**src/hw/rtl/i2cmbe_pkg.sv**
```systemverilog
// Shared types, opcodes and line-level tables for the I2C master bit engine.
// No dependencies; used by the interfaces and the top level.
`default_nettype none

package i2cmbe_pkg;

   // Command opcodes carried in the op field
   typedef enum logic [2:0] {
      OP_RESET   = 3'd0,
      OP_START   = 3'd1,
      OP_STOP    = 3'd2,
      OP_RESTART = 3'd3,
      OP_WRITE   = 3'd4,
      OP_READ    = 3'd5,
      OP_ACK     = 3'd6,
      OP_NACK    = 3'd7
   } op_type;

   localparam int unsigned TICK_W  = 16;
   localparam int unsigned PHASE_W = 4;
   localparam int unsigned BIT_W   = 4;

   localparam logic [TICK_W-1:0]  HALF_BIT_RESET = 16'd4;
   localparam logic [PHASE_W-1:0] PHASE_IDLE     = 4'd0;
   localparam logic [PHASE_W-1:0] PHASE_LOW      = 4'd1;
   localparam logic [PHASE_W-1:0] PHASE_HIGH     = 4'd2;
   localparam logic [BIT_W-1:0]   WRITE_LAST     = 4'd9;
   localparam logic [BIT_W-1:0]   READ_LAST      = 4'd8;
   localparam logic [BIT_W-1:0]   ACK_SLOT       = 4'd8;

   // Number of phases of a fixed sequence command
   function automatic logic [PHASE_W-1:0] seq_len(input op_type op);
      logic [PHASE_W-1:0] len;
      case (op)
         OP_RESET:   len = 4'd2;
         OP_START:   len = 4'd2;
         OP_STOP:    len = 4'd3;
         OP_RESTART: len = 4'd4;
         OP_ACK:     len = 4'd4;
         OP_NACK:    len = 4'd3;
         default:    len = 4'd0;
      endcase
      return len;
   endfunction

   // Packed {scl, sda} level of a fixed sequence phase (index = phase - 1)
   function automatic logic [1:0] seq_level(input op_type op, input logic [1:0] idx);
      logic [1:0] lv;
      lv = 2'b11;
      case (op)
         OP_RESET: begin
            case (idx)
               2'd0:    lv = 2'b01;
               default: lv = 2'b11;
            endcase
         end
         OP_START: begin
            case (idx)
               2'd0:    lv = 2'b10;
               default: lv = 2'b00;
            endcase
         end
         OP_STOP: begin
            case (idx)
               2'd0:    lv = 2'b00;
               2'd1:    lv = 2'b10;
               default: lv = 2'b11;
            endcase
         end
         OP_RESTART: begin
            case (idx)
               2'd0:    lv = 2'b01;
               2'd1:    lv = 2'b11;
               2'd2:    lv = 2'b10;
               default: lv = 2'b00;
            endcase
         end
         OP_ACK: begin
            case (idx)
               2'd0:    lv = 2'b00;
               2'd1:    lv = 2'b10;
               2'd2:    lv = 2'b00;
               default: lv = 2'b01;
            endcase
         end
         OP_NACK: begin
            case (idx)
               2'd0:    lv = 2'b01;
               2'd1:    lv = 2'b11;
               default: lv = 2'b01;
            endcase
         end
         default: lv = 2'b11;
      endcase
      return lv;
   endfunction

endpackage

`default_nettype wire

```
**src/hw/rtl/i2cmbe_if.sv**
```systemverilog
// Valid/ready channel interfaces for the I2C master bit engine: tick words in,
// line/status words out, and the delay register write channel. Uses i2cmbe_pkg.
`default_nettype none

interface i2cmbe_req_if;
   logic                 valid;
   logic                 ready;
   logic                 cmd_valid;
   i2cmbe_pkg::op_type   op;
   logic [7:0]           wr_byte;
   logic                 sda_in;

   modport source (output valid, cmd_valid, op, wr_byte, sda_in, input ready);
   modport sink   (input valid, cmd_valid, op, wr_byte, sda_in, output ready);
endinterface

interface i2cmbe_rsp_if;
   logic       valid;
   logic       ready;
   logic       scl_out;
   logic       sda_out;
   logic       busy_res;
   logic       done_res;
   logic [7:0] rd_byte;
   logic       ack_bit;

   modport source (output valid, scl_out, sda_out, busy_res, done_res, rd_byte, ack_bit,
                   input ready);
   modport sink   (input valid, scl_out, sda_out, busy_res, done_res, rd_byte, ack_bit,
                   output ready);
endinterface

interface i2cmbe_csr_if;
   logic                          valid;
   logic                          ready;
   logic [i2cmbe_pkg::TICK_W-1:0] data;

   modport source (output valid, data, input ready);
   modport sink   (input valid, data, output ready);
endinterface

`default_nettype wire

```
**src/hw/rtl/i2c_master_bit_engine_top.sv**
```systemverilog
// Top level of the I2C master bit engine: line sequencer with output register.
// Depends on i2cmbe_pkg and the channel interfaces in i2cmbe_if.sv.
`default_nettype none

// Each request word is one tick of the line sequencer and yields exactly one
// response word in the cycle after it is taken; a word is taken in every cycle
// while the response register is empty or being drained, so the sustained rate
// is one tick per cycle. The next-state logic is a single pass through a small
// command decoder, the half-bit tick compare and the level tables. A command
// offered while busy is dropped; the response carries SCL/SDA levels, busy,
// done, the last read byte and the last write acknowledge. The delay register
// (reset 4, zero counts as one) is written through the csr channel, always ready.
module i2c_master_bit_engine_top (
   input  wire                  clock,
   input  wire                  reset,
   i2cmbe_req_if.sink           req_port,
   i2cmbe_rsp_if.source         rsp_port,
   i2cmbe_csr_if.sink           csr_port
);

   // Sequencer state
   logic [i2cmbe_pkg::TICK_W-1:0]  half_bit_ff;
   logic                           scl_ff, scl_in;
   logic                           sda_ff, sda_in;
   i2cmbe_pkg::op_type             op_ff, op_in;
   logic [i2cmbe_pkg::PHASE_W-1:0] phase_ff, phase_in;
   logic [i2cmbe_pkg::BIT_W-1:0]   bit_ff, bit_in;
   logic [7:0]                     shift_ff, shift_in;
   logic [i2cmbe_pkg::TICK_W-1:0]  tick_ff, tick_in;
   logic                           ack_ff, ack_in;
   logic [7:0]                     rd_hold_ff, rd_hold_in;
   logic                           done_in;

   // Response register
   logic                           rsp_valid_ff;
   logic                           rsp_scl_ff, rsp_sda_ff, rsp_busy_ff, rsp_done_ff;
   logic [7:0]                     rsp_rd_ff;
   logic                           rsp_ack_ff;

   logic                           accept;
   logic                           drive_en;
   logic                           bit_op;
   logic [i2cmbe_pkg::TICK_W-1:0]  half_eff;
   logic [i2cmbe_pkg::BIT_W-1:0]   last_bit;
   logic [1:0]                     lv;

   // Take a word whenever the response slot is free or draining
   assign req_port.ready = !rsp_valid_ff || rsp_port.ready;
   assign accept         = req_port.valid && req_port.ready;
   assign csr_port.ready = 1'b1;

   assign half_eff = (half_bit_ff == '0) ? {{(i2cmbe_pkg::TICK_W-1){1'b0}}, 1'b1} : half_bit_ff;
   assign bit_op   = (op_ff == i2cmbe_pkg::OP_WRITE) || (op_ff == i2cmbe_pkg::OP_READ);
   assign last_bit = (op_ff == i2cmbe_pkg::OP_WRITE) ? i2cmbe_pkg::WRITE_LAST
                                                     : i2cmbe_pkg::READ_LAST;

   // Advance the sequencer by one tick
   always_comb begin
      op_in      = op_ff;
      phase_in   = phase_ff;
      bit_in     = bit_ff;
      shift_in   = shift_ff;
      tick_in    = tick_ff;
      ack_in     = ack_ff;
      rd_hold_in = rd_hold_ff;
      done_in    = 1'b0;
      drive_en   = 1'b0;

      if (phase_ff == i2cmbe_pkg::PHASE_IDLE) begin
         // Launch a new command
         if (req_port.cmd_valid) begin
            op_in    = req_port.op;
            phase_in = i2cmbe_pkg::PHASE_LOW;
            bit_in   = '0;
            tick_in  = {{(i2cmbe_pkg::TICK_W-1){1'b0}}, 1'b1};
            if (req_port.op == i2cmbe_pkg::OP_WRITE) begin
               shift_in = req_port.wr_byte;
            end else if (req_port.op == i2cmbe_pkg::OP_READ) begin
               shift_in = '0;
            end
            drive_en = 1'b1;
         end
      end else if (tick_ff < half_eff) begin
         // Hold the current levels
         tick_in = tick_ff + {{(i2cmbe_pkg::TICK_W-1){1'b0}}, 1'b1};
      end else begin
         tick_in = {{(i2cmbe_pkg::TICK_W-1){1'b0}}, 1'b1};
         if (bit_op) begin
            if (phase_ff == i2cmbe_pkg::PHASE_LOW) begin
               if (bit_ff >= last_bit) begin
                  done_in = 1'b1;
               end else begin
                  phase_in = i2cmbe_pkg::PHASE_HIGH;
                  drive_en = 1'b1;
               end
            end else begin
               // Sample SDA at the end of the high phase
               if (op_ff == i2cmbe_pkg::OP_READ) begin
                  shift_in = {shift_ff[6:0], req_port.sda_in};
               end else if (bit_ff == i2cmbe_pkg::ACK_SLOT) begin
                  ack_in = req_port.sda_in;
               end
               bit_in   = bit_ff + {{(i2cmbe_pkg::BIT_W-1){1'b0}}, 1'b1};
               phase_in = i2cmbe_pkg::PHASE_LOW;
               drive_en = 1'b1;
            end
         end else if (phase_ff < i2cmbe_pkg::seq_len(op_ff)) begin
            phase_in = phase_ff + {{(i2cmbe_pkg::PHASE_W-1){1'b0}}, 1'b1};
            drive_en = 1'b1;
         end else begin
            done_in = 1'b1;
         end
         // Finish the command
         if (done_in) begin
            if (op_ff == i2cmbe_pkg::OP_READ) begin
               rd_hold_in = shift_ff;
            end
            phase_in = i2cmbe_pkg::PHASE_IDLE;
            tick_in  = '0;
         end
      end
   end

   // Pick the line levels for the phase being entered
   always_comb begin
      scl_in = scl_ff;
      sda_in = sda_ff;
      lv     = i2cmbe_pkg::seq_level(op_in, phase_in[1:0] - 2'd1);
      if (drive_en) begin
         if ((op_in == i2cmbe_pkg::OP_WRITE) || (op_in == i2cmbe_pkg::OP_READ)) begin
            scl_in = (phase_in == i2cmbe_pkg::PHASE_HIGH);
            sda_in = 1'b1;
            if ((op_in == i2cmbe_pkg::OP_WRITE) && (bit_in < 4'd8)) begin
               sda_in = shift_in[3'd7 - bit_in[2:0]];
            end
         end else begin
            scl_in = lv[1];
            sda_in = lv[0];
         end
      end
   end

   // Hold state, delay register and response word
   always_ff @(posedge clock) begin
      if (reset) begin
         half_bit_ff  <= i2cmbe_pkg::HALF_BIT_RESET;
         scl_ff       <= 1'b1;
         sda_ff       <= 1'b1;
         op_ff        <= i2cmbe_pkg::OP_RESET;
         phase_ff     <= i2cmbe_pkg::PHASE_IDLE;
         bit_ff       <= '0;
         shift_ff     <= '0;
         tick_ff      <= '0;
         ack_ff       <= 1'b0;
         rd_hold_ff   <= '0;
         rsp_valid_ff <= 1'b0;
      end else begin
         if (csr_port.valid) begin
            half_bit_ff <= csr_port.data;
         end
         if (accept) begin
            scl_ff     <= scl_in;
            sda_ff     <= sda_in;
            op_ff      <= op_in;
            phase_ff   <= phase_in;
            bit_ff     <= bit_in;
            shift_ff   <= shift_in;
            tick_ff    <= tick_in;
            ack_ff     <= ack_in;
            rd_hold_ff <= rd_hold_in;
         end
         if (accept) begin
            rsp_valid_ff <= 1'b1;
         end else if (rsp_port.ready) begin
            rsp_valid_ff <= 1'b0;
         end
      end
      // Response payload needs no reset
      if (accept) begin
         rsp_scl_ff  <= scl_in;
         rsp_sda_ff  <= sda_in;
         rsp_busy_ff <= (phase_in != i2cmbe_pkg::PHASE_IDLE);
         rsp_done_ff <= done_in;
         rsp_rd_ff   <= rd_hold_in;
         rsp_ack_ff  <= ack_in;
      end
   end

   assign rsp_port.valid    = rsp_valid_ff;
   assign rsp_port.scl_out  = rsp_scl_ff;
   assign rsp_port.sda_out  = rsp_sda_ff;
   assign rsp_port.busy_res = rsp_busy_ff;
   assign rsp_port.done_res = rsp_done_ff;
   assign rsp_port.rd_byte  = rsp_rd_ff;
   assign rsp_port.ack_bit  = rsp_ack_ff;

endmodule

`default_nettype wire

```
**src/flat_wrapper.sv**
```systemverilog
// flat-port wrapper written by rule: the top's interface ports become plain ports
module i2c_master_bit_engine_top_flat 
  (clock, reset, req_port_valid, req_port_cmd_valid, req_port_op, req_port_wr_byte, req_port_sda_in, req_port_ready, rsp_port_valid, rsp_port_scl_out, rsp_port_sda_out, rsp_port_busy_res, rsp_port_done_res, rsp_port_rd_byte, rsp_port_ack_bit, rsp_port_ready, csr_port_valid, csr_port_data, csr_port_ready);
  i2cmbe_req_if req_port_i ();
  i2cmbe_rsp_if rsp_port_i ();
  i2cmbe_csr_if csr_port_i ();
  input  wire clock;
  input  wire reset;
  input wire logic [$bits(req_port_i.valid)-1:0] req_port_valid;
  input wire logic [$bits(req_port_i.cmd_valid)-1:0] req_port_cmd_valid;
  input wire logic [$bits(req_port_i.op)-1:0] req_port_op;
  input wire logic [$bits(req_port_i.wr_byte)-1:0] req_port_wr_byte;
  input wire logic [$bits(req_port_i.sda_in)-1:0] req_port_sda_in;
  output wire logic [$bits(req_port_i.ready)-1:0] req_port_ready;
  output wire logic [$bits(rsp_port_i.valid)-1:0] rsp_port_valid;
  output wire logic [$bits(rsp_port_i.scl_out)-1:0] rsp_port_scl_out;
  output wire logic [$bits(rsp_port_i.sda_out)-1:0] rsp_port_sda_out;
  output wire logic [$bits(rsp_port_i.busy_res)-1:0] rsp_port_busy_res;
  output wire logic [$bits(rsp_port_i.done_res)-1:0] rsp_port_done_res;
  output wire logic [$bits(rsp_port_i.rd_byte)-1:0] rsp_port_rd_byte;
  output wire logic [$bits(rsp_port_i.ack_bit)-1:0] rsp_port_ack_bit;
  input wire logic [$bits(rsp_port_i.ready)-1:0] rsp_port_ready;
  input wire logic [$bits(csr_port_i.valid)-1:0] csr_port_valid;
  input wire logic [$bits(csr_port_i.data)-1:0] csr_port_data;
  output wire logic [$bits(csr_port_i.ready)-1:0] csr_port_ready;
  assign req_port_i.valid = req_port_valid;
  assign req_port_i.cmd_valid = req_port_cmd_valid;
  assign req_port_i.op = req_port_op;
  assign req_port_i.wr_byte = req_port_wr_byte;
  assign req_port_i.sda_in = req_port_sda_in;
  assign req_port_ready = req_port_i.ready;
  assign rsp_port_valid = rsp_port_i.valid;
  assign rsp_port_scl_out = rsp_port_i.scl_out;
  assign rsp_port_sda_out = rsp_port_i.sda_out;
  assign rsp_port_busy_res = rsp_port_i.busy_res;
  assign rsp_port_done_res = rsp_port_i.done_res;
  assign rsp_port_rd_byte = rsp_port_i.rd_byte;
  assign rsp_port_ack_bit = rsp_port_i.ack_bit;
  assign rsp_port_i.ready = rsp_port_ready;
  assign csr_port_i.valid = csr_port_valid;
  assign csr_port_i.data = csr_port_data;
  assign csr_port_ready = csr_port_i.ready;
  i2c_master_bit_engine_top u_core (.clock(clock), .reset(reset), .req_port(req_port_i), .rsp_port(rsp_port_i), .csr_port(csr_port_i));
endmodule
```
**config.mk**
```make
export PLATFORM = sky130hd
export DESIGN_NAME = i2c_master_bit_engine_top_flat
export DESIGN_NICKNAME = d
export VERILOG_FILES = /design/src/hw/rtl/i2cmbe_pkg.sv /design/src/hw/rtl/i2cmbe_if.sv /design/src/hw/rtl/i2c_master_bit_engine_top.sv /design/src/flat_wrapper.sv
export SDC_FILE = /design/constraint.sdc
export NUM_CORES = 1
export LEC_CHECK = 0
export ABC_AREA = 1
export BUFFER_PORTS_ARGS = -buffer_cell sky130_fd_sc_hd__buf_4
export CAP_MARGIN = 20
export CORE_MARGIN = 8
export CORE_UTILIZATION = 52
export DETAILED_ROUTE_END_ITERATION = 10
export PLACE_DENSITY = 0.72
export SKIP_CTS_REPAIR_TIMING = 1
export SLEW_MARGIN = 20
export SYNTH_ARGS = -nofsm -noshare
export SYNTH_HDL_FRONTEND = slang
export SYNTH_SLANG_ARGS = --single-unit
```
**constraint.sdc**
```tcl
create_clock -name clock -period 5.31 [get_ports clock]
set_input_delay 1.593 -clock clock [delete_from_list [all_inputs] [get_ports clock]]
set_output_delay 1.593 -clock clock [all_outputs]
set_load 0.01 [all_outputs]
```
== Word-level counts from Yosys, hierarchy flattened ==
Cells that the tools add are included.

* Add/subtract/negate cells: 5
* Order comparisons: 5
* Reduce and logical (&&, ||, !) cells: 19
* Multiplexer cells: 72
* Equality and inequality tests: 22

{| class="wikitable"
|+ Operators with widths
! operator !! number
|-
| two-way mux 8 bit || 12
|-
| two-way mux 16 bit || 4
|-
| two-way mux 4 bit || 16
|-
| equality test 3 bit, second input constant || 10
|-
| two-way mux 1 bit || 29
|-
| adder 16 x 1 -> 16 bit, second input constant || 1
|-
| logical NOT 16 bit || 1
|-
| < comparator 16 bit || 1
|-
| equality test 3 x 2 -> 1 bit, second input constant || 4
|-
| one-hot mux 2 bit (6 select lines) || 1
|-
| OR reduction 2 bit || 5
|-
| one-hot mux 3 bit (3 select lines) || 1
|-
| adder 4 x 1 -> 4 bit, second input constant || 2
|-
| one-hot mux 2 bit (2 select lines) || 2
|-
| equality test 3 x 1 -> 1 bit, second input constant || 2
|-
| logical NOT 3 bit || 2
|-
| two-way mux 2 bit || 3
|-
| two-way mux 3 bit || 2
|-
| one-hot mux 2 bit (3 select lines) || 1
|-
| equality test 4 x 1 -> 1 bit, second input constant || 1
|-
| equality test 4 x 2 -> 1 bit, second input constant || 1
|-
| equality test 4 bit, second input constant || 1
|-
| >= comparator 4 bit || 1
|-
| logical NOT 4 bit || 1
|-
| 16 further kinds || 19
|}

* Register bits after elaboration: 76
* Logic and storage cells: 140
* Bits of input ports: 34
* Output and inout port bits: 16

== Logic depth before layout (Yosys ltp) ==
* Word-level depth: 21
* Depth in mapped cells: 30
* Depth with buffers taken out: 30

== Least setup slack after synthesis ==
No wires, ideal clock.

* Path kind: in2out
* From: input port rsp_port_ready
* To: output port req_port_ready
* Stages: 2
* Path buffers: 0
* Path slack: 1.990 ns
* Data arrival time: 1.727 ns
* Required time: 3.717 ns
* Path through: inv_1 -> nand2_1

* Word-level cells in the longest chain between the ends: 1

{| class="wikitable"
|+ RTL lines
! item !! line !! RTL
|-
| start: declaration || flat_wrapper.sv:22 || <nowiki>input wire logic [$bits(rsp_port_i.ready)-1:0] rsp_port_ready;</nowiki>
|-
| logical OR 1 bit || i2c_master_bit_engine_top.sv:48 || <nowiki>assign req_port.ready = !rsp_valid_ff || rsp_port.ready;</nowiki>
|-
| end: declaration || flat_wrapper.sv:14 || <nowiki>output wire logic [$bits(req_port_i.ready)-1:0] req_port_ready;</nowiki>
|}

No other way between the ends.

== Worst setup path after layout ==
* From: register u_core.op_ff[1]
* To: register u_core.rsp_scl_ff (netlist: u_core.rsp_port.scl_out) (data pin)

* Word-level cells in the longest chain between the ends: 21
* Elaborated cells on any way between the ends: 64
* Those cells by class: add/sub (1); order compare (2); eq/ne (17); mux (35); reduce/logical (9)

{| class="wikitable"
|+ RTL lines
! item !! line !! RTL
|-
| start: declaration || i2c_master_bit_engine_top.sv:25 || <nowiki>i2cmbe_pkg::op_type op_ff, op_in;</nowiki>
|-
| start signal: assignment || i2c_master_bit_engine_top.sv:149 || <nowiki>op_ff <= i2cmbe_pkg::OP_RESET;</nowiki>
|-
| start signal: assignment || i2c_master_bit_engine_top.sv:164 || <nowiki>op_ff <= op_in;</nowiki>
|-
| equality test 3 x 2 -> 1 bit, or another cell as far along || i2cmbe_pkg.sv:34 || <nowiki>case (op)</nowiki>
|-
| OR reduction 2 bit (no source line) || -- ||
|-
| one-hot mux 3 bit (3 select lines) || i2cmbe_pkg.sv:34 ||
|-
| two-way mux 4 bit || i2c_master_bit_engine_top.sv:88 || <nowiki>if (bit_op) begin</nowiki>
|-
| two-way mux 4 bit || i2c_master_bit_engine_top.sv:83 || <nowiki>end else if (tick_ff < half_eff) begin</nowiki>
|-
| two-way mux 4 bit || i2c_master_bit_engine_top.sv:69 || <nowiki>if (phase_ff == i2cmbe_pkg::PHASE_IDLE) begin</nowiki>
|-
| < comparator 4 bit || i2c_master_bit_engine_top.sv:107 || <nowiki>end else if (phase_ff < i2cmbe_pkg::seq_len(op_ff)) begin</nowiki>
|-
| two-way mux 1 bit || i2c_master_bit_engine_top.sv:107 ||
|-
| (+6 left out) || -- ||
|-
| named net u_core.phase_in, one bit || i2c_master_bit_engine_top.sv:26 || <nowiki>logic [i2cmbe_pkg::PHASE_W-1:0] phase_ff, phase_in;</nowiki>
|-
| subtractor 2 x 1 -> 2 bit || i2c_master_bit_engine_top.sv:128 || <nowiki>lv = i2cmbe_pkg::seq_level(op_in, phase_in[1:0] - 2'd1);</nowiki>
|-
| equality test 2 bit or logical NOT 2 bit (tied branches) || -- ||
|-
| OR reduction 2 bit (no source line) || -- ||
|-
| one-hot mux 2 bit (2 select lines) || i2cmbe_pkg.sv:79 || <nowiki>case (idx)</nowiki>
|-
| one-hot mux 2 bit (6 select lines) || i2cmbe_pkg.sv:50 || <nowiki>case (op)</nowiki>
|-
| two-way mux 1 bit * || i2c_master_bit_engine_top.sv:130 || <nowiki>if ((op_in == i2cmbe_pkg::OP_WRITE) || (op_in == i2cmbe_pkg::OP_READ)) begin</nowiki>
|-
| two-way mux 1 bit * || i2c_master_bit_engine_top.sv:129 || <nowiki>if (drive_en) begin</nowiki>
|-
| named net u_core.scl_in || i2c_master_bit_engine_top.sv:23 || <nowiki>logic scl_ff, scl_in;</nowiki>
|-
| end signal: assignment || i2c_master_bit_engine_top.sv:180 || <nowiki>rsp_scl_ff <= scl_in;</nowiki>
|-
| end: declaration || i2c_master_bit_engine_top.sv:36 || <nowiki>logic rsp_scl_ff, rsp_sda_ff, rsp_busy_ff, rsp_done_ff;</nowiki>
|}

The timed path passes the listed nets; every way through them passes the cells marked *. The select of a mux whose other input is x is not followed.
A chain may end at the register's enable or synchronous reset.

==> results.toml <==
[run_status]
status = "finished clean"

[layout]
seq_area_um2 = 1650
drive_gt1_share_pct = 11.4
syn_to_final_growth_pct = 12.2
post-route-util_pct = 59.1
insertedDiodeCount = 0
multi_input_area_um2 = 2590
nets = 814
n_fill_cell = 852

[die]
boundaryPins = 50
initial_utilization_pct = 52.6
die_h_um = 112
row_count = 35
core_um2 = 9110
dieArea_um2 = 12500
die_w_um = 112

[synthesis]
synth_area_leader_cell = "dfxtp_1"
yosysWarnings = 0
synth_top_cell_area_share_pct = 26.3
synthArstFlopShare_pct = 0
yosysMostFrequentCell = "nand2_1"
synth_area_um2 = 4790
syn_avg_cell_area_um2 = 6.73
ys.flop_type = "dfxtp_1"
syn-num-nets = 775
ys_top_cells_by_area = "dfxtp_1 (26%), nand2_1 (13%), inv_1 (8.7%)"
ys_ff_latch = 76
synth_edf_count = 13
synth_cell_types = 42
synth_cells = 712
netlist_top_cells_count = "nand2_1 (160), inv_1 (111), o21ai_0 (78)"
yosysSeqAreaShare_pct = 34.4

[clock_network]
cts_buffers = 9
cts.sink_count = 76
clock_latency_ns = 0.37
path_clk_slew_ns = 0.09
clockBufferDepth = 2
cts_tree = "yes"
cts_root_buf = "clkbuf_8"
cts_max_level = 3

[global_routing]
gr-total-overflow = 0
grt_usage_pct = 19.0
grt_pass1_wl_um = 20000
grt_pass1_vias = 4323
grt_start_max_net_pins = 46
antenna_found_initial = 0

[sta]
post-route-period-util_pct = 70.8
rsz0062_at_grt = "false"
fin_tns_setup_ns = 0
fmax_ghz = 0.266
skew_ns = 0.0162
slew-limit-headroom_pct = 31.7
hold_viol_final = 0
setup_viol = 0
finalCriticalPeriod_ns = 3.76
final_max_slew_viol_count = 0
setup_ws_ns = 1.55
worst_slew_pin_slew_ns = 1.02

[critical_path]
endpoint_kind = "flop"
startpoint = "u_core.op_ff[1]"
crit_slowest_cell = "dfxtp_1"
critical_path.max_stage_delay_ns = 0.39
path_class = "flop to flop"
cp-start-kind = "flop"
crit_top_cell = "nand2_1"
r2r_start = "u_core.op_ff[1]"
cp_max_fo = 5
crit_arrival_ns = 3.87
path_cells = "nand2_1 > inv_1 > o21ai_0 > nand2_1 > ha_1 > o21ai_1 > nand2_1 > nand2_1 > nand3_1 > a21oi_1 > nand2_1 > a221oi_1 > a21oi_1 > o22ai_1 > inv_1 > ha_1 > nor2_1 > o32ai_1 > a221oi_1 > nand3_1 > nand3_1 > nand2_1"
cp.required_ns = 5.42

[placed_design]
gp_congestion = 0.912
pre_cts_ws_ns = 1.55
io_buffers = 48
hpwl_um = 8490

[power_and_ir_drop]
pwr-share-seq_pct = 46.2
vdd_drop_max_mv = 0.128
p_leak_nw = 2.54
p_clk_share_pct = 30.1
p_per_area_nw_per_um2 = 262
switching_share_pct = 34.6
p_int_mw = 0.923
finalPower_mw = 1.41
netSwitchingPower_mw = 0.489
combPwrFrac_pct = 23.7

[detailed_routing]
wirelength_um = 11700
vias = 4583
ant_nets = 0
wl_per_cell_um = 13.5
first_iter_violations = 367
first_pass_iters = 6
drc = 0
routed_via_density = 5.29

[run]
drv_cap = 0

[worst_hold_path]
min_path_type = "flop to flop"
min_from = "u_core.sda_ff"
-- worst paths after layout --
check,to,slack [ns],depth (start not counted)
worst min-delay path,u_core.sda_ff,0.47,2
worst min register to register,u_core.sda_ff,0.47,2
worst max register to register,u_core.rsp_port.scl_out,1.55,22
worst max-delay path,u_core.rsp_port.scl_out,1.55,22
-- cell families after synthesis --
kind of cell	after synthesis	synth area share (%)
AND/OR/NAND/NOR	293	25.9
AO/OA/AOI/OAI	167	19.4
other	1	0.0782
XOR/XNOR	6	1.10
adder cells (fa/ha/maj)	29	7.57
buffers and inverters	140	11.5
flip-flops	76	34.4
-- state kept, by name, indices dropped and copies added, names as in the netlist --
signal / cells
u_core.sda_ff: 1
u_core.rsp_port.busy_res: 1
u_core.shift_ff: 8
u_core.rsp_port.valid: 1
u_core.bit_ff: 4
u_core.rsp_port.rd_byte: 8
u_core.scl_ff: 1
u_core.op_ff: 3
u_core.rsp_port.sda_out: 1
u_core.rd_hold_ff: 8
u_core.tick_ff: 16
u_core.rsp_port.ack_bit: 1
u_core.rsp_port.scl_out: 1
u_core.rsp_port.done_res: 1
u_core.ack_ff: 1
u_core.half_bit_ff: 16
u_core.phase_ff: 4
-- power by group through the flow --
| stage | registers (mW) | logic, mW | clock network, mW |
|---|---|---|---|
| after floorplan | 0.664 | 0.232 | 0 |
| after global placement | 0.664 | 0.322 | 0 |
| after detailed placement | 0.664 | 0.329 | 0 |
| after CTS | 0.651 | 0.332 | 0.434 |
| after global routing | 0.656 | 0.381 | 0.464 |
| final | 0.651 | 0.334 | 0.425 |
-- stage by stage --
stage / hold WS [ns] / instances / cell area [µm²]
floorplan: 0.436 / 712 / 4790
global placement: 0.447 / 851 / 5200
detailed placement: 0.453 / 851 / 5200
CTS: 0.474 / 867 / 5380
global route: 0.515 / 867 / 5380
finish: 0.469 / 867 / 5380
-- critical path: cells and delay by family, from the launching register on --
family | cells | cell delay (ns)
AOI/OAI and AO/OA | 8 | 1.45
adders and majority gates | 2 | 0.51
buffers and inverters | 2 | 0.20
DFF | 1 | 0.39
and+or+nand+nor | 10 | 0.96
-- placed cells by master (no fill, tap or decap), types with 3 or more instances in the layout --
master    count
nand2_1     160
inv_1       111
o21ai_0      78
dfxtp_1      63
nor2_1       60
a21oi_1      60
buf_4        50
nand3_1      44
ha_1         29
edfxtp_1     13
clkbuf_8      9
xor2_1        6
inv_2         6
nor3_1        6
o21ai_1       6
nand2_2       5
a221oi_1      4
nand4_1       4
o22ai_1       4
or2_1         3
a31oi_1       3
inv_6         3
-- cell type report --
| type | instances | area share, % |
|---|---|---|
| multi-input combinational | 496 | 48.2 |
| sequential | 76 | 30.7 |
| inverter | 118 | 8.23 |
| timing repair buffer | 50 | 6.98 |
| tap | 111 | 2.58 |
| clock buffer | 9 | 2.30 |
| clock inverter | 7 | 1.05 |
-- per-layer routing --
layer	vias up	wire length, µm	track usage [%]
met5	-	0	0
met3	15	625	4.19
li1	2388	-	-
met1	2062	5470	23.8
met2	118	5470	31.8
met4	0	144	5.94
(Power assumes the default switching activity.)
